[config.mk]
export PLATFORM = sky130hd
export DESIGN_NAME = bootloader_frame_receiver_top_flat
export DESIGN_NICKNAME = d
export VERILOG_FILES = /design/src/hdl/bfr_pkg.sv /design/src/hdl/bfr_if.sv /design/src/hdl/bfr_cfg.sv /design/src/hdl/bfr_page_mem.sv /design/src/hdl/bfr_seq.sv /design/src/hdl/bootloader_frame_receiver_top.sv /design/src/flat_wrapper.sv
export SDC_FILE = /design/constraint.sdc
export NUM_CORES = 1
export LEC_CHECK = 0
export BUFFER_PORTS_ARGS = -buffer_cell sky130_fd_sc_hd__buf_2
export CORE_ASPECT_RATIO = 1.75
export CORE_MARGIN = 3
export CORE_UTILIZATION = 62
export CTS_CLUSTER_DIAMETER = 60
export DETAILED_ROUTE_END_ITERATION = 10
export MAX_ROUTING_LAYER = met4
export PLACE_DENSITY = 0.8
export SLEW_MARGIN = 20
export SYNTH_ARGS = -nofsm -noshare
export SYNTH_HDL_FRONTEND = slang
export SYNTH_SLANG_ARGS = --single-unit
[constraint.sdc]
create_clock -name clk -period 4.3 [get_ports clk]
set_clock_uncertainty 0.05 [all_clocks]
set_input_delay 0.43 -clock clk [delete_from_list [all_inputs] [get_ports clk]]
set_output_delay 0.43 -clock clk [all_outputs]
set_load 0.02 [all_outputs]
[src/hdl/bfr_pkg.sv]
// ----------------------------------------------------------------------------
// bfr_pkg
// Shared types, constants and the CRC update for the frame receiver.
// ----------------------------------------------------------------------------
package bfr_pkg;

    localparam int PAGE_BYTES_DEF = 64;
    localparam int BYTE_IDX_W     = 6;
    localparam int CFG_AW         = 5;
    localparam int CFG_DW         = 32;

    localparam logic [7:0]  START_BYTE = 8'hFF;
    localparam logic [7:0]  FILL_BYTE  = 8'hFF;
    localparam logic [15:0] CRC_INIT   = 16'hFFFF;
    localparam logic [15:0] CRC_POLY   = 16'hA001;

    // Register indexes (byte address / 4)
    localparam logic [2:0] REG_TYPE_START = 3'd0;
    localparam logic [2:0] REG_TYPE_END   = 3'd1;
    localparam logic [2:0] REG_TYPE_PNUM  = 3'd2;
    localparam logic [2:0] REG_TYPE_PDATA = 3'd3;
    localparam logic [2:0] REG_VER_CHECK  = 3'd4;
    localparam logic [2:0] REG_VER_MAJOR  = 3'd5;
    localparam logic [2:0] REG_VER_MINOR  = 3'd6;

    typedef enum logic [2:0] {
        EV_FRAME   = 3'd0,
        EV_CRC     = 3'd1,
        EV_REJECT  = 3'd2,
        EV_HANDLED = 3'd3,
        EV_DONE    = 3'd4,
        EV_PAGE    = 3'd5
    } event_t;

    typedef struct packed {
        logic [7:0] type_prog_start;
        logic [7:0] type_prog_end;
        logic [7:0] type_page_number;
        logic [7:0] type_page_data;
        logic       version_check_on;
        logic [7:0] major_rev;
        logic [7:0] minor_rev;
    } cfg_t;

    // One byte of the reflected 0xA001 CRC16
    function automatic logic [15:0] crc_step(input logic [15:0] c, input logic [7:0] b);
        logic [15:0] r;
        r = c ^ {8'h00, b};
        for (int i = 0; i < 8; i++)
        begin
            r = r[0] ? ((r >> 1) ^ CRC_POLY) : (r >> 1);
        end
        return r;
    endfunction

endpackage

[src/hdl/bfr_if.sv]
// ----------------------------------------------------------------------------
// bfr_if
// Valid/ready channels: received bytes in, receiver events out.
// ----------------------------------------------------------------------------
interface bfr_in_if;
    logic       valid;
    logic       ready;
    logic [7:0] rx_byte;
    logic [7:0] expected_page;

    modport source (output valid, rx_byte, expected_page, input ready);
    modport sink   (input valid, rx_byte, expected_page, output ready);
endinterface

interface bfr_out_if import bfr_pkg::*; ();
    logic                  valid;
    logic                  ready;
    logic [2:0]            event_res;
    logic                  signal_on;
    logic [7:0]            page_byte;
    logic [BYTE_IDX_W-1:0] byte_index;
    logic                  last;

    modport source (output valid, event_res, signal_on, page_byte, byte_index, last,
                    input ready);
    modport sink   (input valid, event_res, signal_on, page_byte, byte_index, last,
                    output ready);
endinterface

[src/hdl/bfr_cfg.sv]
// ----------------------------------------------------------------------------
// bfr_cfg
// APB register file: message type codes and version check settings.
// ----------------------------------------------------------------------------
module bfr_cfg
    import bfr_pkg::*;
(
    input  logic              clk,
    input  logic              rst_n,
    input  logic              psel,
    input  logic              penable,
    input  logic              pwrite,
    input  logic [CFG_AW-1:0] paddr,
    input  logic [CFG_DW-1:0] pwdata,
    output logic [CFG_DW-1:0] prdata,
    output logic              pready,
    output cfg_t              cfg
);

    cfg_t       cfg_reg;
    logic [2:0] reg_idx;
    logic       wr_en;

    assign pready  = 1'b1;
    assign reg_idx = paddr[CFG_AW-1:2];
    assign wr_en   = psel && penable && pwrite;
    assign cfg     = cfg_reg;

    always_ff @(posedge clk or negedge rst_n)
    begin
        if (!rst_n)
        begin
            cfg_reg.type_prog_start  <= 8'd1;
            cfg_reg.type_prog_end    <= 8'd2;
            cfg_reg.type_page_number <= 8'd3;
            cfg_reg.type_page_data   <= 8'd4;
            cfg_reg.version_check_on <= 1'b0;
            cfg_reg.major_rev        <= 8'd0;
            cfg_reg.minor_rev        <= 8'd0;
        end
        else if (wr_en)
        begin
            unique case (reg_idx)
                REG_TYPE_START: cfg_reg.type_prog_start  <= pwdata[7:0];
                REG_TYPE_END:   cfg_reg.type_prog_end    <= pwdata[7:0];
                REG_TYPE_PNUM:  cfg_reg.type_page_number <= pwdata[7:0];
                REG_TYPE_PDATA: cfg_reg.type_page_data   <= pwdata[7:0];
                REG_VER_CHECK:  cfg_reg.version_check_on <= pwdata[0];
                REG_VER_MAJOR:  cfg_reg.major_rev        <= pwdata[7:0];
                REG_VER_MINOR:  cfg_reg.minor_rev        <= pwdata[7:0];
                default:        ;
            endcase
        end
    end

    always_comb
    begin
        unique case (reg_idx)
            REG_TYPE_START: prdata = {24'd0, cfg_reg.type_prog_start};
            REG_TYPE_END:   prdata = {24'd0, cfg_reg.type_prog_end};
            REG_TYPE_PNUM:  prdata = {24'd0, cfg_reg.type_page_number};
            REG_TYPE_PDATA: prdata = {24'd0, cfg_reg.type_page_data};
            REG_VER_CHECK:  prdata = {31'd0, cfg_reg.version_check_on};
            REG_VER_MAJOR:  prdata = {24'd0, cfg_reg.major_rev};
            REG_VER_MINOR:  prdata = {24'd0, cfg_reg.minor_rev};
            default:        prdata = '0;
        endcase
    end

endmodule

[src/hdl/bfr_page_mem.sv]
// ----------------------------------------------------------------------------
// bfr_page_mem
// Page buffer: one write port, one read port, registered read data.
// ----------------------------------------------------------------------------
module bfr_page_mem #(
    parameter int DEPTH = 64,
    parameter int AW    = $clog2(DEPTH)
) (
    input  logic          clk,
    input  logic          we,
    input  logic [AW-1:0] waddr,
    input  logic [7:0]    wdata,
    input  logic          re,
    input  logic [AW-1:0] raddr,
    output logic [7:0]    rdata
);

    logic [7:0] mem [DEPTH];

    always_ff @(posedge clk)
    begin
        if (we)
        begin
            mem[waddr] <= wdata;
        end
        if (re)
        begin
            rdata <= mem[raddr];
        end
    end

endmodule

[src/hdl/bfr_seq.sv]
// ----------------------------------------------------------------------------
// bfr_seq
// Frame sequencer: byte-level frame parsing, CRC check, message actions and
// page emission out of the page buffer.
// ----------------------------------------------------------------------------
module bfr_seq
    import bfr_pkg::*;
#(
    parameter int PAGE_BYTES = PAGE_BYTES_DEF
) (
    input  logic      clk,
    input  logic      rst_n,
    input  cfg_t      cfg,
    bfr_in_if.sink    in_ch,
    bfr_out_if.source out_ch
);

    localparam int AW = $clog2(PAGE_BYTES);
    localparam logic [AW-1:0] LAST_IDX  = AW'(PAGE_BYTES - 1);
    localparam logic [7:0]    PAGE_SIZE = 8'(PAGE_BYTES);

    typedef enum logic [1:0] {S_IDLE, S_EXEC, S_RD, S_OUT} st_t;

    typedef enum logic [3:0] {
        PH_SOM1  = 4'd0,
        PH_SOM2  = 4'd1,
        PH_FLAGS = 4'd2,
        PH_ADDR  = 4'd3,
        PH_TYPE  = 4'd4,
        PH_SECT  = 4'd5,
        PH_LEN   = 4'd6,
        PH_DATA  = 4'd7,
        PH_CRCH  = 4'd8,
        PH_CRCL  = 4'd9
    } phase_t;

    st_t     st_reg;
    phase_t  phase_reg, phase_next;
    logic    ready_reg, ready_next;
    logic    sig_reg, sig_next;
    logic [7:0]  mtype_reg, mtype_next;
    logic [7:0]  len_reg, len_next;
    logic [7:0]  cnt_reg, cnt_next;
    logic [7:0]  upc_reg, upc_next;
    logic [15:0] crc_reg, crc_next;
    logic [7:0]  crch_reg, crch_next;
    logic [7:0]  b0_reg, b1_reg;
    logic [7:0]  rx_reg, exp_reg;
    logic [AW-1:0] idx_reg;

    logic          ov_reg;
    event_t        ev_reg;
    logic          osig_reg;
    logic [7:0]    opb_reg;
    logic [BYTE_IDX_W-1:0] oidx_reg;
    logic          olast_reg;

    logic [15:0] crc_upd;
    logic        err;
    event_t      err_ev;
    logic        res;
    event_t      res_ev;
    logic        emit;
    logic        dwr;
    logic        slot_free;
    logic        commit;
    logic        fill;
    logic        oload;

    logic          mem_we;
    logic [AW-1:0] mem_waddr;
    logic [7:0]    mem_wdata;
    logic          mem_re;
    logic [7:0]    mem_rdata;

    assign in_ch.ready       = (st_reg == S_IDLE);
    assign out_ch.valid      = ov_reg;
    assign out_ch.event_res  = ev_reg;
    assign out_ch.signal_on  = osig_reg;
    assign out_ch.page_byte  = opb_reg;
    assign out_ch.byte_index = oidx_reg;
    assign out_ch.last       = olast_reg;

    assign slot_free = !ov_reg || out_ch.ready;
    assign crc_upd   = crc_step(crc_reg, rx_reg);
    assign commit    = (st_reg == S_EXEC) && (!res || slot_free);
    assign fill      = (8'(idx_reg) >= len_reg);
    // Load the output word: a single result, or the next page byte
    assign oload     = (commit && res) || (st_reg == S_OUT && slot_free);

    // Per-byte frame step
    always_comb
    begin
        phase_next = phase_reg;
        ready_next = ready_reg;
        sig_next   = sig_reg;
        mtype_next = mtype_reg;
        len_next   = len_reg;
        cnt_next   = cnt_reg;
        upc_next   = upc_reg;
        crc_next   = crc_reg;
        crch_next  = crch_reg;
        err        = 1'b0;
        err_ev     = EV_FRAME;
        res        = 1'b0;
        res_ev     = EV_HANDLED;
        emit       = 1'b0;
        dwr        = 1'b0;
        unique case (phase_reg)
            PH_SOM2:
            begin
                if (rx_reg != START_BYTE)
                begin
                    err = 1'b1;
                end
                else
                begin
                    crc_next   = CRC_INIT;
                    len_next   = 8'd0;
                    phase_next = PH_FLAGS;
                end
            end
            PH_FLAGS:
            begin
                crc_next   = crc_upd;
                phase_next = PH_ADDR;
            end
            PH_ADDR:
            begin
                crc_next   = crc_upd;
                phase_next = PH_TYPE;
            end
            PH_TYPE:
            begin
                crc_next   = crc_upd;
                mtype_next = rx_reg;
                phase_next = PH_SECT;
            end
            PH_SECT:
            begin
                crc_next   = crc_upd;
                phase_next = PH_LEN;
            end
            PH_LEN:
            begin
                crc_next   = crc_upd;
                len_next   = rx_reg;
                cnt_next   = 8'd0;
                phase_next = (rx_reg == 8'd0) ? PH_CRCH : PH_DATA;
            end
            PH_DATA:
            begin
                crc_next = crc_upd;
                dwr      = (cnt_reg < PAGE_SIZE);
                cnt_next = cnt_reg + 8'd1;
                if (cnt_next >= len_reg)
                begin
                    phase_next = PH_CRCH;
                end
            end
            PH_CRCH:
            begin
                crch_next  = rx_reg;
                phase_next = PH_CRCL;
            end
            PH_CRCL:
            begin
                phase_next = PH_SOM1;
                if ({crch_reg, rx_reg} != crc_reg)
                begin
                    err    = 1'b1;
                    err_ev = EV_CRC;
                end
                else if (mtype_reg == cfg.type_prog_start)
                begin
                    sig_next = 1'b0;
                    if (!cfg.version_check_on ||
                        (b0_reg == cfg.major_rev && b1_reg == cfg.minor_rev))
                    begin
                        ready_next = 1'b1;
                    end
                    res = 1'b1;
                end
                else if (mtype_reg == cfg.type_prog_end)
                begin
                    ready_next = 1'b0;
                    res        = 1'b1;
                    res_ev     = EV_DONE;
                end
                else if (ready_reg && mtype_reg == cfg.type_page_number)
                begin
                    upc_next = b0_reg;
                    res      = 1'b1;
                end
                else if (ready_reg && mtype_reg == cfg.type_page_data)
                begin
                    if (len_reg > PAGE_SIZE || upc_reg != exp_reg)
                    begin
                        err    = 1'b1;
                        err_ev = EV_REJECT;
                    end
                    else
                    begin
                        sig_next = 1'b0;
                        emit     = 1'b1;
                    end
                end
                else
                begin
                    res = 1'b1;
                end
            end
            default:
            begin
                // First start byte; unused phase codes land here too
                if (rx_reg != START_BYTE)
                begin
                    err = 1'b1;
                end
                else
                begin
                    phase_next = PH_SOM2;
                end
            end
        endcase
        if (err)
        begin
            if (ready_reg)
            begin
                sig_next = 1'b1;
                upc_next = 8'd0;
            end
            phase_next = PH_SOM1;
            res        = 1'b1;
            res_ev     = err_ev;
        end
    end

    // Page buffer port: data bytes during the frame, padding during emission
    always_comb
    begin
        mem_we    = 1'b0;
        mem_waddr = cnt_reg[AW-1:0];
        mem_wdata = rx_reg;
        if (commit && dwr)
        begin
            mem_we = 1'b1;
        end
        else if (st_reg == S_OUT && slot_free && fill)
        begin
            mem_we    = 1'b1;
            mem_waddr = idx_reg;
            mem_wdata = FILL_BYTE;
        end
    end

    assign mem_re = (st_reg == S_RD);

    bfr_page_mem #(
        .DEPTH (PAGE_BYTES),
        .AW    (AW)
    ) u_mem (
        .clk   (clk),
        .we    (mem_we),
        .waddr (mem_waddr),
        .wdata (mem_wdata),
        .re    (mem_re),
        .raddr (idx_reg),
        .rdata (mem_rdata)
    );

    // Copies of entries 0 and 1 for the version check and page number
    always_ff @(posedge clk or negedge rst_n)
    begin
        if (!rst_n)
        begin
            b0_reg <= 8'd0;
            b1_reg <= 8'd0;
        end
        else if (mem_we)
        begin
            if (mem_waddr == AW'(0))
            begin
                b0_reg <= mem_wdata;
            end
            if (mem_waddr == AW'(1))
            begin
                b1_reg <= mem_wdata;
            end
        end
    end

    always_ff @(posedge clk)
    begin
        if (in_ch.valid && in_ch.ready)
        begin
            rx_reg  <= in_ch.rx_byte;
            exp_reg <= in_ch.expected_page;
        end
    end

    always_ff @(posedge clk or negedge rst_n)
    begin
        if (!rst_n)
        begin
            st_reg    <= S_IDLE;
            phase_reg <= PH_SOM1;
            ready_reg <= 1'b0;
            sig_reg   <= 1'b0;
            mtype_reg <= 8'd0;
            len_reg   <= 8'd0;
            cnt_reg   <= 8'd0;
            upc_reg   <= 8'd0;
            crc_reg   <= CRC_INIT;
            crch_reg  <= 8'd0;
            idx_reg   <= '0;
            ov_reg    <= 1'b0;
            ev_reg    <= EV_FRAME;
            osig_reg  <= 1'b0;
            opb_reg   <= 8'd0;
            oidx_reg  <= '0;
            olast_reg <= 1'b0;
        end
        else
        begin
            if (oload)
            begin
                ov_reg <= 1'b1;
            end
            else if (out_ch.ready)
            begin
                ov_reg <= 1'b0;
            end
            unique case (st_reg)
                S_IDLE:
                begin
                    if (in_ch.valid)
                    begin
                        st_reg <= S_EXEC;
                    end
                end
                S_EXEC:
                begin
                    if (commit)
                    begin
                        phase_reg <= phase_next;
                        ready_reg <= ready_next;
                        sig_reg   <= sig_next;
                        mtype_reg <= mtype_next;
                        len_reg   <= len_next;
                        cnt_reg   <= cnt_next;
                        upc_reg   <= upc_next;
                        crc_reg   <= crc_next;
                        crch_reg  <= crch_next;
                        if (res)
                        begin
                            ev_reg    <= res_ev;
                            osig_reg  <= sig_next;
                            opb_reg   <= 8'd0;
                            oidx_reg  <= '0;
                            olast_reg <= 1'b1;
                        end
                        if (emit)
                        begin
                            idx_reg <= '0;
                            st_reg  <= S_RD;
                        end
                        else
                        begin
                            st_reg <= S_IDLE;
                        end
                    end
                end
                S_RD:
                begin
                    st_reg <= S_OUT;
                end
                S_OUT:
                begin
                    if (slot_free)
                    begin
                        ev_reg    <= EV_PAGE;
                        osig_reg  <= sig_reg;
                        opb_reg   <= fill ? FILL_BYTE : mem_rdata;
                        oidx_reg  <= BYTE_IDX_W'(idx_reg);
                        olast_reg <= (idx_reg == LAST_IDX);
                        if (idx_reg == LAST_IDX)
                        begin
                            st_reg <= S_IDLE;
                        end
                        else
                        begin
                            idx_reg <= idx_reg + AW'(1);
                            st_reg  <= S_RD;
                        end
                    end
                end
                default:
                begin
                    st_reg <= S_IDLE;
                end
            endcase
        end
    end

`ifndef SYNTHESIS
    a_page_last_idx: assert property (@(posedge clk) disable iff (!rst_n)
        (ov_reg && ev_reg == EV_PAGE && olast_reg) |-> (oidx_reg == BYTE_IDX_W'(LAST_IDX)))
        else $error("last page byte at wrong index");

    a_single_result_shape: assert property (@(posedge clk) disable iff (!rst_n)
        (ov_reg && ev_reg != EV_PAGE) |-> (olast_reg && opb_reg == 8'd0 && oidx_reg == '0))
        else $error("non-page result with page fields set");

    a_signal_needs_ready: assert property (@(posedge clk) disable iff (!rst_n)
        $rose(sig_reg) |-> $past(ready_reg))
        else $error("signal line raised while not ready for pages");

    a_emit_when_ready: assert property (@(posedge clk) disable iff (!rst_n)
        (st_reg == S_RD || st_reg == S_OUT) |-> (ready_reg && !sig_reg))
        else $error("page emission without readiness");

    a_no_accept_while_busy: assert property (@(posedge clk) disable iff (!rst_n)
        (st_reg == S_EXEC && !commit) |=> (st_reg == S_EXEC && $stable(rx_reg)))
        else $error("stalled byte lost");
`endif

endmodule

[src/hdl/bootloader_frame_receiver_top.sv]
// ----------------------------------------------------------------------------
// bootloader_frame_receiver_top
// Bootloader frame receiver: frame parsing, CRC16 check and page delivery.
// ----------------------------------------------------------------------------
// Each received byte is accepted into the input register in S_IDLE; S_EXEC
// then advances the frame phase, updates the CRC16 and, during the data
// section, writes the byte into the page buffer. A byte that ends a frame
// with a single result (error, handled or done) holds in S_EXEC until the
// output register is free. An accepted page-data message is then streamed
// as PAGE_BYTES page-byte words through the registered read of the page
// buffer: S_RD reads an entry, then S_OUT, once the output register is
// free, loads the output word and writes padding 0xFF back for entries past
// the message length. No input byte is taken while a page is streaming.
// The page buffer needs no clearing pass after reset: bytes 0 and 1, the
// only entries read before being written, are mirrored in reset flip-flops.
// Configuration is an APB register file, register i at byte address 4*i.
// ----------------------------------------------------------------------------
module bootloader_frame_receiver_top
    import bfr_pkg::*;
#(
    parameter int PAGE_BYTES = PAGE_BYTES_DEF
) (
    input  logic              clk,
    input  logic              rst_n,
    bfr_in_if.sink            in_ch,
    bfr_out_if.source         out_ch,
    input  logic              psel,
    input  logic              penable,
    input  logic              pwrite,
    input  logic [CFG_AW-1:0] paddr,
    input  logic [CFG_DW-1:0] pwdata,
    output logic [CFG_DW-1:0] prdata,
    output logic              pready
);

    cfg_t cfg;

    // Register file; writes take effect at once
    bfr_cfg u_cfg (
        .clk     (clk),
        .rst_n   (rst_n),
        .psel    (psel),
        .penable (penable),
        .pwrite  (pwrite),
        .paddr   (paddr),
        .pwdata  (pwdata),
        .prdata  (prdata),
        .pready  (pready),
        .cfg     (cfg)
    );

    // Frame sequencer with the page buffer inside
    bfr_seq #(
        .PAGE_BYTES (PAGE_BYTES)
    ) u_seq (
        .clk    (clk),
        .rst_n  (rst_n),
        .cfg    (cfg),
        .in_ch  (in_ch),
        .out_ch (out_ch)
    );

endmodule

[src/flat_wrapper.sv]
// flat-port wrapper written by rule: the top's interface ports become plain ports
module bootloader_frame_receiver_top_flat import bfr_pkg::*;
#(
    parameter int PAGE_BYTES = PAGE_BYTES_DEF
)
  (clk, rst_n, psel, penable, pwrite, paddr, pwdata, prdata, pready, in_ch_valid, in_ch_rx_byte, in_ch_expected_page, in_ch_ready, out_ch_valid, out_ch_event_res, out_ch_signal_on, out_ch_page_byte, out_ch_byte_index, out_ch_last, out_ch_ready);
  bfr_in_if in_ch_i ();
  bfr_out_if out_ch_i ();
  input  logic clk;
  input  logic rst_n;
  input  logic psel;
  input  logic penable;
  input  logic pwrite;
  input  logic [CFG_AW-1:0] paddr;
  input  logic [CFG_DW-1:0] pwdata;
  output logic [CFG_DW-1:0] prdata;
  output logic pready;
  input wire logic [$bits(in_ch_i.valid)-1:0] in_ch_valid;
  input wire logic [$bits(in_ch_i.rx_byte)-1:0] in_ch_rx_byte;
  input wire logic [$bits(in_ch_i.expected_page)-1:0] in_ch_expected_page;
  output wire logic [$bits(in_ch_i.ready)-1:0] in_ch_ready;
  output wire logic [$bits(out_ch_i.valid)-1:0] out_ch_valid;
  output wire logic [$bits(out_ch_i.event_res)-1:0] out_ch_event_res;
  output wire logic [$bits(out_ch_i.signal_on)-1:0] out_ch_signal_on;
  output wire logic [$bits(out_ch_i.page_byte)-1:0] out_ch_page_byte;
  output wire logic [$bits(out_ch_i.byte_index)-1:0] out_ch_byte_index;
  output wire logic [$bits(out_ch_i.last)-1:0] out_ch_last;
  input wire logic [$bits(out_ch_i.ready)-1:0] out_ch_ready;
  assign in_ch_i.valid = in_ch_valid;
  assign in_ch_i.rx_byte = in_ch_rx_byte;
  assign in_ch_i.expected_page = in_ch_expected_page;
  assign in_ch_ready = in_ch_i.ready;
  assign out_ch_valid = out_ch_i.valid;
  assign out_ch_event_res = out_ch_i.event_res;
  assign out_ch_signal_on = out_ch_i.signal_on;
  assign out_ch_page_byte = out_ch_i.page_byte;
  assign out_ch_byte_index = out_ch_i.byte_index;
  assign out_ch_last = out_ch_i.last;
  assign out_ch_i.ready = out_ch_ready;
  bootloader_frame_receiver_top #(.PAGE_BYTES(PAGE_BYTES)) u_core (.clk(clk), .rst_n(rst_n), .in_ch(in_ch_i), .out_ch(out_ch_i), .psel(psel), .penable(penable), .pwrite(pwrite), .paddr(paddr), .pwdata(pwdata), .prdata(prdata), .pready(pready));
endmodule
==> results.md <==
* Die extent in x at ~170 µm
* Leakage at 0.0114 µW
* Slew @ Worst Pin at slightly below 1 ns
* RSZ-0062 raised after global routing: false
* Async SR Flop Fraction at approximately 22%
* Syn Area/Cell at 17.2 µm²
* M3 GR Usage at 3.61%
* CTS tree: built
* Die H at roughly 290 µm
* Status: finished clean
* Worst min-delay path class: primary input to flip-flop
* Clk sinks at between 600 and 700
* Max Cap Viol at 0
* Share of post-route cells with drive strength above 1 at 28.2%
* Syn Inst Count at approximately 1700
* Hold wc startpoint: in_ch_valid
* Met1 Track Usage GR at 34.1%
* Vias/cell at between 6 and 7
* Most frequent cells in the layout: 536 x edfxtp_1, 174 x mux4_2, 149 x nor2_1
* Yosys cell types at 66
* Layout overhead on the synthesized area at 11.7%
* Post-synth top flop: edfxtp_1
* FILL cells at roughly 2800
* Worst reg2reg path startpoint: u_core.u_seq.idx_reg[0]
* Initial Util at between 60% and 70%
* Final setup viols at 0
* Crit path cell chain: inv_1 -> ha_1 -> nand2b_1 -> a21o_1 -> a21oi_1 -> o21ai_1 -> buf_4 -> and2_1 -> buf_4 -> o31ai_1 -> nand2_1 -> nor2_1
* GPL Wtd Cong at ~0.96
* Crit Path Max Fanout at 22
* Final Total Pwr at between 15000 and 20000 µW
* Commonest non-fill, non-tap cell in the layout: edfxtp_1
* Max reg flops at 512
* Pwr dens at 608 nW/µm²
* Worst-path clk slew at about 0.07 ns
* Dpl hpwl at 44.5 mm
* CP startpoint: u_core.u_seq.idx_reg[0]
* Netlist Area Pre-Place at roughly 29000 µm²
* Hold WS at 0.0864 ns
* Drt drc at 0
* Achievable Freq at approximately 260 MHz
* GR Util met2 at between 50% and 60%
* Post-synth EDFFs at ~540
* Gr busiest metal: met2
* ANT nets after route at 0
* R2R Setup Slk at approximately 0.42 ns
* Number of H-tree levels at 2
* Row count at ~100
* Final hold violations at 0
* Gr ovfl total at 0
* Slew Viols, Final at 0
* Ant diodes at 0
* Area of the die at about 50000 µm²
* Total track usage at around 30%
* CP most frequent cell: buf_4
* Slowest CP cell: nor2_1
* Final WL at 68.8 mm
* TritonCTS Buffers at 58
* Nets at between 1500 and 2000
* Crit path DAT at about 4.1 ns
* Root Buffer: clkbuf_16
* Fin crit share at 90.2%
* Seq. cell area at approximately 20000 µm²
* Worst-Skew Late Latency at 0.64 ns
* CTS max path bufs at 3
* Largest net degree at the start of global routing at 138
* Multi-input gate area at 8540 µm²
* Clock period minus worst slack at approximately 3.9 ns
* WS Path Type: flip-flop to flip-flop
* IO Count at around 110
* Worst IR Drop VDD at between 0.0006 and 0.0007 V
* Slew margin rel. at approximately a third
* Vias at roughly 16000
* Yosys warns at 0
* CP endpoint kind: flip-flop
* DR iter-0 viols at roughly 1600
* Pre-Repair DR Iteration Count at 6
* Initial antenna violation count at 0
* Slowest stage delay, CP at 0.60 ns
* Port Buf Inserts at 62
* CP startpoint kind: flip-flop
* CP required at between 4 and 5 ns
* Flops & latches, synth at 691
* Core Region at between 40000 and 50000 µm²
* Post-synthesis sequential area ratio at between 60 and 70%
* Total negative setup slack at 0 ns
* WL/cell at between 20 and 30 µm
* Number of global-route vias before repair at 16310
* First-pass GRT wire length at 104 mm
[layer usage]
layer | share of wire, % | vias to the layer above
met5 | 0 | -
met4 | 5.7 | 0
met3 | 6.4 | 206
met2 | 54 | 851
met1 | 34 | 8129
li1 | - | 6831
[final cells by class]
| type | count | area share (%) |
|---|---|---|
| Clock inverter | 38 | 1.16 |
| Tap cell | 583 | 2.24 |
| Inverter | 23 | 0.281 |
| Timing Repair Buffer | 172 | 3.83 |
| Sequential cell | 691 | 61.5 |
| Clock buffer | 72 | 4.72 |
| Multi-Input combinational cell | 889 | 26.3 |
[cells in the mapped netlist (2+ instances only)]
library cell    n  area, µm²
nand2_1        77        289
a22o_1          4       35.0
mux2_2         68        766
a2111oi_0       3       26.3
dfrtp_1       134       3350
xnor2_1        38        333
buf_1          13       48.8
or4_1           3       22.5
nand2b_1        8       50.1
dfstp_2        21        552
a21o_1         10       75.1
xor2_1         54        473
mux4_2        174       3920
and2_1          6       37.5
buf_2          16       80.1
o21ai_0        50        250
nand3b_1        3       22.5
conb_1          2       7.51
mux2i_1        15        150
o31ai_1         3       22.5
nand3_1        17       85.1
nor4_1         11       68.8
nor2_1        149        559
or2_2           3       18.8
nor2b_1         2       12.5
clkbuf_1       60        225
a21oi_2         2       17.5
o21a_1          2       15.0
inv_1          23       86.3
ha_1           20        250
a21oi_1        44        220
a31oi_1         5       31.3
clkbuf_8        3       41.3
a22oi_1         6       45.0
a211oi_1        4       30.0
or3_1           6       37.5
nand4_1        14       87.6
and3_1          3       18.8
edfxtp_1      536      16100
a41oi_1         5       43.8
buf_4          26        195
o21ai_1         3       15.0
nor3_1         19       95.1
nand4b_1        4       35.0
o22a_1          8       70.1
[worst paths after layout]
check / to / cells after the start
max in group asynchronous: u_core.u_cfg.cfg[25] / 3
setup reg to reg: u_core.u_seq.u_mem.mem[9][0] / 12
hold / removal: u_core.u_seq.st_reg[0] / 3
min in group asynchronous: u_core.u_cfg.cfg[42] / 2
setup / recovery: u_core.u_seq.u_mem.mem[9][0] / 12
hold reg to reg: u_core.u_seq.out_ch.event_res[2] / 2
[critical path, delay by kind of cell, from the launching register on]
family / cells / cell delay (ns)
simple gates: 4 / 1.29
compound gates: 4 / 0.65
flops: 1 / 0.57
fa+ha+maj: 1 / 0.28
buf+inv: 3 / 0.68
[where the power goes]
group	switching (µW)	internal (µW)
sequential	360	8210
clock	2380	2910
combinational	3460	2460
[per-stage QoR]
step	cell area [µm²]	worst slack, ns	instances	util, %
after floorplan	29200	0.480	1721	-
after global placement	30400	0.525	2341	65.9
after detailed placement	30400	0.500	2341	65.9
after CTS	32500	0.482	2468	70.4
after global routing	32500	0.231	2468	70.4
final	32500	0.423	2468	70.4
[cells by family (layout without fill, tap and decap cells)]
logic type	after synthesis	in the layout	synth area share, %
DFF	691	691	68.7
other	2	25	0.0258
adders and majority gates	20	20	0.859
buffers and inverters	141	305	2.32
AOI/OAI and AO/OA	162	162	3.53
and+or+nand+nor	333	333	5.24
xor gates and xnor gates	92	92	2.77
muxes	257	257	16.6
[what timing repair did]
item / in CTS / in global routing
setup buffers: 0 / 0
hold buffers: 17 / 0
resized for setup: 0 / 2
hold endpoints to repair: 89 / 0
setup endpoints to repair: 0 / 101
Power figures use the tool's default switching activity.
